`src/hdl/rtmr_pkg.sv`:
```
// Shared types, codes and fixed-point helpers for the 2D Richtmyer flow step.
// No dependencies; all other files but rtmr_ram refer to it by scoped names.
package rtmr_pkg;

	localparam int FRAC_BITS = 16;
	localparam int FIX_W     = 32;
	localparam int RATIO_W   = 17;
	localparam int DIM_W     = 7;
	localparam int IDX_W     = 12;
	localparam int REQ_W     = 2;
	localparam int STATUS_W  = 2;
	localparam int CFG_IDX_W = 2;
	localparam int CFG_W     = 17;
	localparam int SLOT_W    = 3;
	localparam int QSEL_W    = 3;
	localparam int DIFF_W    = FIX_W + 1;
	localparam int PROD_W    = DIFF_W + RATIO_W + 1;

	typedef logic signed [FIX_W-1:0] fix_t;

	typedef struct packed {
		fix_t n;
		fix_t px;
		fix_t py;
	} cell_t;

	localparam int CELL_W = $bits(cell_t);

	typedef struct packed {
		fix_t v;
		logic ovf;
	} sat_t;

	// request codes
	localparam logic [REQ_W-1:0] REQ_WRITE = 2'd0;
	localparam logic [REQ_W-1:0] REQ_READ  = 2'd1;
	localparam logic [REQ_W-1:0] REQ_STEP  = 2'd2;

	// result status codes
	localparam logic [STATUS_W-1:0] ST_OK    = 2'd0;
	localparam logic [STATUS_W-1:0] ST_FAULT = 2'd1;
	localparam logic [STATUS_W-1:0] ST_RANGE = 2'd2;

	// configuration register indexes
	localparam logic [CFG_IDX_W-1:0] CFG_DTX  = 2'd0;
	localparam logic [CFG_IDX_W-1:0] CFG_DTY  = 2'd1;
	localparam logic [CFG_IDX_W-1:0] CFG_COLS = 2'd2;
	localparam logic [CFG_IDX_W-1:0] CFG_ROWS = 2'd3;

	// read slots: corners sw, se, nw, ne, then the center cell
	localparam logic [SLOT_W-1:0] SLOT_BASE = 3'd4;
	localparam logic [QSEL_W-1:0] Q_LAST    = 3'd7;

	localparam fix_t FIX_MAX = {1'b0, {(FIX_W-1){1'b1}}};
	localparam fix_t FIX_MIN = {1'b1, {(FIX_W-1){1'b0}}};

	typedef struct packed {
		logic                main_re;
		logic                mid_re;
		logic                main_we;
		logic                mid_we;
		logic                wr_user;
		logic [SLOT_W-1:0]   slot;
		logic                ph2;
		logic                load_side;
		logic [QSEL_W-1:0]   q;
		logic                div_start;
		logic                mul;
		logic                fin;
		logic                clr_fault;
		logic                rsp_zero;
		logic                rsp_read;
	} ctrl_cmd_t;

	typedef struct packed {
		logic div_done;
		logic step_fault;
	} ctrl_stat_t;

	function automatic sat_t sat64(input logic signed [63:0] v);
		sat_t r;
		r.ovf = !((&v[63:FIX_W-1]) || (~|v[63:FIX_W-1]));
		r.v   = r.ovf ? (v[63] ? FIX_MIN : FIX_MAX) : v[FIX_W-1:0];
		return r;
	endfunction

	function automatic fix_t half2(input fix_t a, input fix_t b);
		logic signed [FIX_W:0] s;
		s = (FIX_W+1)'(a) + (FIX_W+1)'(b);
		return s[FIX_W:1];
	endfunction

	function automatic fix_t quarter4(input fix_t a, input fix_t b, input fix_t c,
	                                  input fix_t d);
		logic signed [FIX_W+1:0] s;
		s = (FIX_W+2)'(a) + (FIX_W+2)'(b) + (FIX_W+2)'(c) + (FIX_W+2)'(d);
		return s[FIX_W+1:2];
	endfunction

	function automatic cell_t avg2(input cell_t a, input cell_t b);
		cell_t r;
		r.n  = half2(a.n, b.n);
		r.px = half2(a.px, b.px);
		r.py = half2(a.py, b.py);
		return r;
	endfunction

	function automatic cell_t avg4(input cell_t a, input cell_t b, input cell_t c,
	                               input cell_t d);
		cell_t r;
		r.n  = quarter4(a.n, b.n, c.n, d.n);
		r.px = quarter4(a.px, b.px, c.px, d.px);
		r.py = quarter4(a.py, b.py, c.py, d.py);
		return r;
	endfunction

	function automatic fix_t cell_get(input cell_t c, input logic [1:0] k);
		fix_t r;
		case (k)
			2'd0:    r = c.n;
			2'd1:    r = c.px;
			default: r = c.py;
		endcase
		return r;
	endfunction

endpackage

```
`src/hdl/rtmr_ctrl.sv`:
```
// Controller: request decode, result handshake and the two-sweep step sequencer.
// Depends on rtmr_pkg; drives rtmr_dp through ctrl_cmd_t and a memory address.
module rtmr_ctrl #(
	parameter int DEPTH = 4096,
	localparam int ADDR_W = (DEPTH > 1) ? $clog2(DEPTH) : 1
) (
	input  logic                              clk,
	input  logic                              arst_n,
	input  logic                              req_valid,
	input  logic [rtmr_pkg::REQ_W-1:0]        req_type,
	input  logic [rtmr_pkg::IDX_W-1:0]        cell_index,
	output logic                              req_ready,
	output logic                              rsp_valid,
	input  logic                              rsp_ready,
	output logic [rtmr_pkg::STATUS_W-1:0]     status,
	input  logic [rtmr_pkg::DIM_W-1:0]        grid_cols,
	input  logic [rtmr_pkg::DIM_W-1:0]        grid_rows,
	output rtmr_pkg::ctrl_cmd_t               cmd,
	output logic [ADDR_W-1:0]                 addr,
	input  rtmr_pkg::ctrl_stat_t              stat
);

	localparam int DW = rtmr_pkg::DIM_W;

	typedef enum logic [10:0] {
		C_IDLE   = 11'b000_0000_0001,
		C_RDRSP  = 11'b000_0000_0010,
		C_RESP   = 11'b000_0000_0100,
		C_RD     = 11'b000_0000_1000,
		C_CAP    = 11'b000_0001_0000,
		C_SIDE   = 11'b000_0010_0000,
		C_QSTART = 11'b000_0100_0000,
		C_QRUN   = 11'b000_1000_0000,
		C_MUL    = 11'b001_0000_0000,
		C_FIN    = 11'b010_0000_0000,
		C_WR     = 11'b100_0000_0000
	} ctrl_state_t;

	ctrl_state_t state_q, state_d;
	logic               ph2_q, ph2_d, fault_seen_q, fault_seen_d;
	logic [DW-1:0]      i_q, i_d, j_q, j_d, col, row;
	logic [rtmr_pkg::SLOT_W-1:0] slot_q, slot_d, sel;
	logic [rtmr_pkg::QSEL_W-1:0] q_q, q_d;
	logic [rtmr_pkg::STATUS_W-1:0] status_q, status_d;
	logic [2*DW-1:0]    cells;
	logic [2*DW:0]      step_addr;
	logic               idx_ok, dx, dy, last_i, last_j;

	assign cells  = (2*DW)'(grid_cols) * (2*DW)'(grid_rows);
	assign idx_ok = (2*DW)'(cell_index) < cells;
	assign last_i = (i_q == grid_cols - DW'(2));
	assign last_j = (j_q == grid_rows - DW'(2));

	// corner offsets come from the slot bits; the center slot sits at (i, j)
	assign sel = (state_q == C_RD) ? slot_q : rtmr_pkg::SLOT_BASE;
	assign dx  = (sel == rtmr_pkg::SLOT_BASE) ? ph2_q : sel[0];
	assign dy  = (sel == rtmr_pkg::SLOT_BASE) ? ph2_q : sel[1];
	assign col = i_q + DW'(dx) - DW'(ph2_q);
	assign row = j_q + DW'(dy) - DW'(ph2_q);
	assign step_addr = (2*DW+1)'(col) + (2*DW+1)'(row) * (2*DW+1)'(grid_cols);

	assign addr = (state_q == C_IDLE) ? ADDR_W'({{ADDR_W{1'b0}}, cell_index})
	                                  : ADDR_W'({{ADDR_W{1'b0}}, step_addr});

	assign req_ready = (state_q == C_IDLE);
	assign rsp_valid = (state_q == C_RESP);
	assign status    = status_q;

	always_comb begin
		cmd          = '0;
		cmd.q        = q_q;
		cmd.ph2      = ph2_q;
		cmd.slot     = slot_q;
		state_d      = state_q;
		ph2_d        = ph2_q;
		i_d          = i_q;
		j_d          = j_q;
		slot_d       = slot_q;
		q_d          = q_q;
		status_d     = status_q;
		fault_seen_d = fault_seen_q;
		unique case (state_q)
			C_IDLE: begin
				if (req_valid) begin
					cmd.rsp_zero = 1'b1;
					state_d      = C_RESP;
					status_d     = rtmr_pkg::ST_OK;
					unique case (req_type)
						rtmr_pkg::REQ_WRITE: begin
							if (idx_ok) begin
								cmd.main_we = 1'b1;
								cmd.wr_user = 1'b1;
							end else begin
								status_d = rtmr_pkg::ST_RANGE;
							end
						end
						rtmr_pkg::REQ_READ: begin
							if (idx_ok) begin
								cmd.main_re  = 1'b1;
								cmd.rsp_zero = 1'b0;
								state_d      = C_RDRSP;
								status_d     = fault_seen_q ? rtmr_pkg::ST_FAULT
								                            : rtmr_pkg::ST_OK;
							end else begin
								status_d = rtmr_pkg::ST_RANGE;
							end
						end
						rtmr_pkg::REQ_STEP: begin
							cmd.clr_fault = 1'b1;
							ph2_d   = 1'b0;
							i_d     = '0;
							j_d     = '0;
							slot_d  = '0;
							state_d = C_RD;
						end
						default: ;
					endcase
				end
			end
			C_RDRSP: begin
				cmd.rsp_read = 1'b1;
				state_d      = C_RESP;
			end
			C_RESP: begin
				if (rsp_ready) state_d = C_IDLE;
			end
			C_RD: begin
				cmd.mid_re  = ph2_q && (slot_q != rtmr_pkg::SLOT_BASE);
				cmd.main_re = !(ph2_q && (slot_q != rtmr_pkg::SLOT_BASE));
				slot_d      = slot_q + 3'd1;
				if (slot_q == rtmr_pkg::SLOT_BASE) state_d = C_CAP;
			end
			C_CAP: state_d = C_SIDE;
			C_SIDE: begin
				cmd.load_side = 1'b1;
				q_d           = '0;
				state_d       = C_QSTART;
			end
			C_QSTART: begin
				cmd.div_start = 1'b1;
				state_d       = C_QRUN;
			end
			C_QRUN: begin
				if (stat.div_done) begin
					if (q_q == rtmr_pkg::Q_LAST) begin
						state_d = C_MUL;
					end else begin
						q_d     = q_q + 3'd1;
						state_d = C_QSTART;
					end
				end
			end
			C_MUL: begin
				cmd.mul = 1'b1;
				state_d = C_FIN;
			end
			C_FIN: begin
				cmd.fin = 1'b1;
				state_d = C_WR;
			end
			C_WR: begin
				cmd.main_we = ph2_q;
				cmd.mid_we  = !ph2_q;
				slot_d      = '0;
				state_d     = C_RD;
				if (!last_i) begin
					i_d = i_q + DW'(1);
				end else if (!last_j) begin
					i_d = DW'(ph2_q);
					j_d = j_q + DW'(1);
				end else if (!ph2_q) begin
					ph2_d = 1'b1;
					i_d   = DW'(1);
					j_d   = DW'(1);
				end else begin
					status_d     = stat.step_fault ? rtmr_pkg::ST_FAULT : rtmr_pkg::ST_OK;
					fault_seen_d = fault_seen_q | stat.step_fault;
					state_d      = C_RESP;
				end
			end
			default: state_d = C_IDLE;
		endcase
	end

	always_ff @(posedge clk or negedge arst_n) begin
		if (!arst_n) begin
			state_q      <= C_IDLE;
			fault_seen_q <= 1'b0;
			ph2_q        <= 1'b0;
			i_q          <= '0;
			j_q          <= '0;
			slot_q       <= '0;
			q_q          <= '0;
			status_q     <= rtmr_pkg::ST_OK;
		end else begin
			state_q      <= state_d;
			fault_seen_q <= fault_seen_d;
			ph2_q        <= ph2_d;
			i_q          <= i_d;
			j_q          <= j_d;
			slot_q       <= slot_d;
			q_q          <= q_d;
			status_q     <= status_d;
		end
	end

endmodule
```
`config.mk`:
```
export PLATFORM = sky130hd
export DESIGN_NAME = rtmr_ctrl
export DESIGN_NICKNAME = d
export VERILOG_FILES = /design/src/hdl/rtmr_pkg.sv /design/src/hdl/rtmr_ctrl.sv
export SDC_FILE = /design/constraint.sdc
export NUM_CORES = 1
export LEC_CHECK = 0
export BUFFER_PORTS_ARGS = -buffer_cell sky130_fd_sc_hd__buf_2
export CORE_MARGIN = 8
export CORE_UTILIZATION = 50
export DETAILED_ROUTE_END_ITERATION = 8
export GPL_TIMING_DRIVEN = 1
export PLACE_DENSITY = 0.71
export SYNTH_ARGS = -nofsm -noshare
export SYNTH_HDL_FRONTEND = slang
export SYNTH_SLANG_ARGS = --single-unit
```
`constraint.sdc`:
```
create_clock -name clk -period 7.99 [get_ports clk]
set_input_delay 0.799 -clock clk [delete_from_list [all_inputs] [get_ports clk]]
set_output_delay 0.799 -clock clk [all_outputs]
set_load 0.01 [all_outputs]
```
==> results.ini <==
[run_status]
status=finished, final reports clean

[finish]
stdcell_area_sq_mm=0.00781
drive_above_1_share_pct=14.3
antenna_cells=0
nNetsFinal=1107
area_delta_synth_final_pct=12.8
layout.cells.non_filler=1098
n_fill_cell=1293
final_util_pct=57.0

[hold_path]
min_from=fault_seen_q
holdPathStages=1
hold_path_class=reg -> reg
hold-path-endpoint=fault_seen_q

[floorplan]
core.rowCount=43
core-area_sq_mm=0.0137
ios=69
design.die.area_sq_mm=0.0179
die_w_microns=134
start_util_pct=50.5
die_h_microns=134

[grt]
grt_overflow=0
antenna_found_initial=0
grt_pass1_wl_microns=27900
track_usage_pct=18.6
grt_max_degree=36
grt_pass1_vias=5873

[detailed_routing]
firstDrtPassIters=5
vias=6060
avgViaCountPerCell=5.52
wl_per_cell_microns=15.5
drt_iter0_drc=429
routed_wl_microns=17000
postRouteAntennaNets=0
drc=0

[synthesis]
ys_top_cells_by_area=ha_1 18%, fa_1 16%, dfrtp_1 12%, inv_1 6.9%, and2_1 5.2%
post_synth_num_cell_types=69
yosys_warnings=0
syn_area_sq_mm=0.00692
yosysMostFrequentCell=inv_1
syn_area_per_cell_sq_um=8.17
synth_top_area_share_pct=18.1
synth-seq-area-share_pct=12.7
synthTopCellsByCount=127 x inv_1, 100 x ha_1, 83 x nand2_1, 58 x and2_1, 56 x fa_1
syn_nets=1037
yosys.area.top_type=ha_1
async_flop_share_pct=100
synth_edf_count=0
synthFlopType=dfrtp_1
synthCells=847
ys_ff_latch=35

[sta]
hold_viol=0
skew_ns=0.00843
setup_violations=0
tightest_slew_ns=0.910
setup_slack_ns=0.256
slew_violations=0
period_needed_ns=7.73
tns_ns=0
period_share_pct=96.8
whs_ns=0.477
max_freq_ghz=0.129
slew_headroom_pct=38.9

[clock_network]
cts_max_path_buffers=2
htreeDepth=2
cts_sinks=35
cts-root-buf=clkbuf_16
cts_made_buffers=5
clk-insertion-delay-late_ns=0.28
tritoncts=yes
cts.clk_slew.worst_paths_ns=0.06

[place]
dpl.hpwl_microns=13600
port_buffers=68
routabilityCongestion=0.883
dpl_cell_area_sq_mm=0.00745
dp_slack_ns=0.228
dp_cells=1077

[critical_path]
cp.arrival_ns=6.93
criticalPathCategory=reg -> out
rr_worst_depth=8
worst_r2r_endpoint=j_q[4]
critPathMaxFanout=6
r2r_start=state_q[7]
end_kind=primary output
critPathLaunchType=flip-flop
cp.required_ns=7.19
r2r_slack_ns=5.11

[pwr]
p_comb_share_pct=67.3
p_clk_share_pct=15.6
leakagePower_nw=4.04
switching_share_pct=47.4
p_seq_share_pct=17.1
switchingPower_mw=0.705
p_total_mw=1.49
p_int_mw=0.784
max-vdd-ir-drop_mv=0.118
p_per_area_mw_per_mm2=191

[flow_run]
cap_violations=0

## power groups by stage
| stage | Sequential (mW) | Combinational, mW | Clock [mW] |
|---|---|---|---|
| global route | 0.260 | 1.13 | 0.241 |
| global placement | 0.254 | 0.971 | 0 |
| finish | 0.254 | 1.00 | 0.232 |
| CTS | 0.252 | 0.988 | 0.232 |
| detailed placement | 0.255 | 0.981 | 0 |
| floorplan | 0.248 | 0.712 | 0 |
## registers in the layout (all words and copies together) (netlist names)
register	cells
fault_seen_q	1
i_q	7
j_q	7
ph2_q	1
q_q	3
slot_q	3
state_q	11
status	2
## area by class of cell
| class | instances | area (sq um) | area share, % |
|---|---|---|---|
| flip-flops and latches | 35 | 880 | 11.3 |
| clock buffers | 6 | 139 | 1.78 |
| inverters | 127 | 477 | 6.10 |
| multi-input cells | 656 | 5530 | 70.8 |
| clock inverters | 2 | 35.0 | 0.448 |
| repair buffers | 92 | 526 | 6.73 |
| well taps | 180 | 225 | 2.88 |
## cell families after synthesis
| logic type | Yosys count | share of synthesized area [%] |
|---|---|---|
| muxes | 2 | 0.307 |
| xor gates and xnor gates | 48 | 6.07 |
| buffers and inverters | 156 | 8.67 |
| AOI/OAI and AO/OA | 152 | 14.5 |
| adders and majority gates | 156 | 34.3 |
| and+or+nand+nor | 298 | 23.5 |
| DFF | 35 | 12.7 |
## critical path, stage by stage, from the launching register on
cell      delay, ns
dfrtp_2        0.45
or3_4          0.41
nor4_2         0.22
buf_4          0.17
buf_4          0.11
a22oi_2        0.08
ha_1           0.31
inv_2          0.04
ha_4           0.16
fa_2           0.41
a211oi_2       0.24
o21bai_1       0.10
a21oi_1        0.20
xnor2_1        0.09
and2_1         0.19
fa_1           0.50
fa_1           0.44
fa_1           0.54
inv_1          0.06
fa_1           0.54
inv_1          0.04
ha_1           0.23
o41ai_2        0.46
o21ai_1        0.13
xnor2_1        0.14
mux2_2         0.26
buf_2          0.14
## worst max-delay path by stage
stage	slack [ns]	cells past startpoint	end	startpoint
3_3_place_gp	0.37	26	addr[11]	state_q[1]
2_1_floorplan	0.28	24	addr[11]	state_q[1]
6_report	0.26	26	addr[11]	state_q[10]
3_5_place_dp	0.23	26	addr[11]	state_q[1]
4_1_cts	0.07	26	addr[11]	state_q[1]
5_1_grt	-0.008	31	addr[11]	state_q[10]
## layer usage
metal / vias to the layer above / global-route usage [%] / part of all wire (%)
met5: - / 0 / 0
met4: 0 / 2.18 / 0.56
met3: 10 / 2.64 / 5.6
met2: 174 / 30.2 / 47
met1: 2891 / 26.2 / 46
li1: 2985 / - / -
## cell usage in the layout, fill, tap and decap left out, types with 4 or more instances in the layout
cell type and instances:
a211oi_1 5, a21o_1 8, a21oi_1 25, a31oi_1 4, a41oi_1 4, and2_1 57, buf_2 68, buf_4 23
clkbuf_16 5, dfrtp_1 32, fa_1 55, ha_1 99, inv_1 125, nand2_1 83, nand2b_1 13, nand3_1 15
nand3b_1 4, nand4_1 4, nor2_1 44, nor2b_1 7, nor3_1 8, nor3b_1 5, nor4_1 12, nor4bb_1 4
o21a_1 5, o21ai_0 32, o21ai_1 14, o21ba_1 5, o21bai_1 7, o31a_1 4, o31ai_1 4, or3_1 8
or4_1 7, xnor2_1 28, xor2_1 18
## repair_timing
item                                    in CTS  in global routing
gates resized for setup                      1                 25
endpoints found under the setup margin       1                  4
setup buffers                                0                 13
pin swaps                                    0                 15
hold buffers                                 0                  0
No activity file was read; power rests on OpenSTA's default activity.
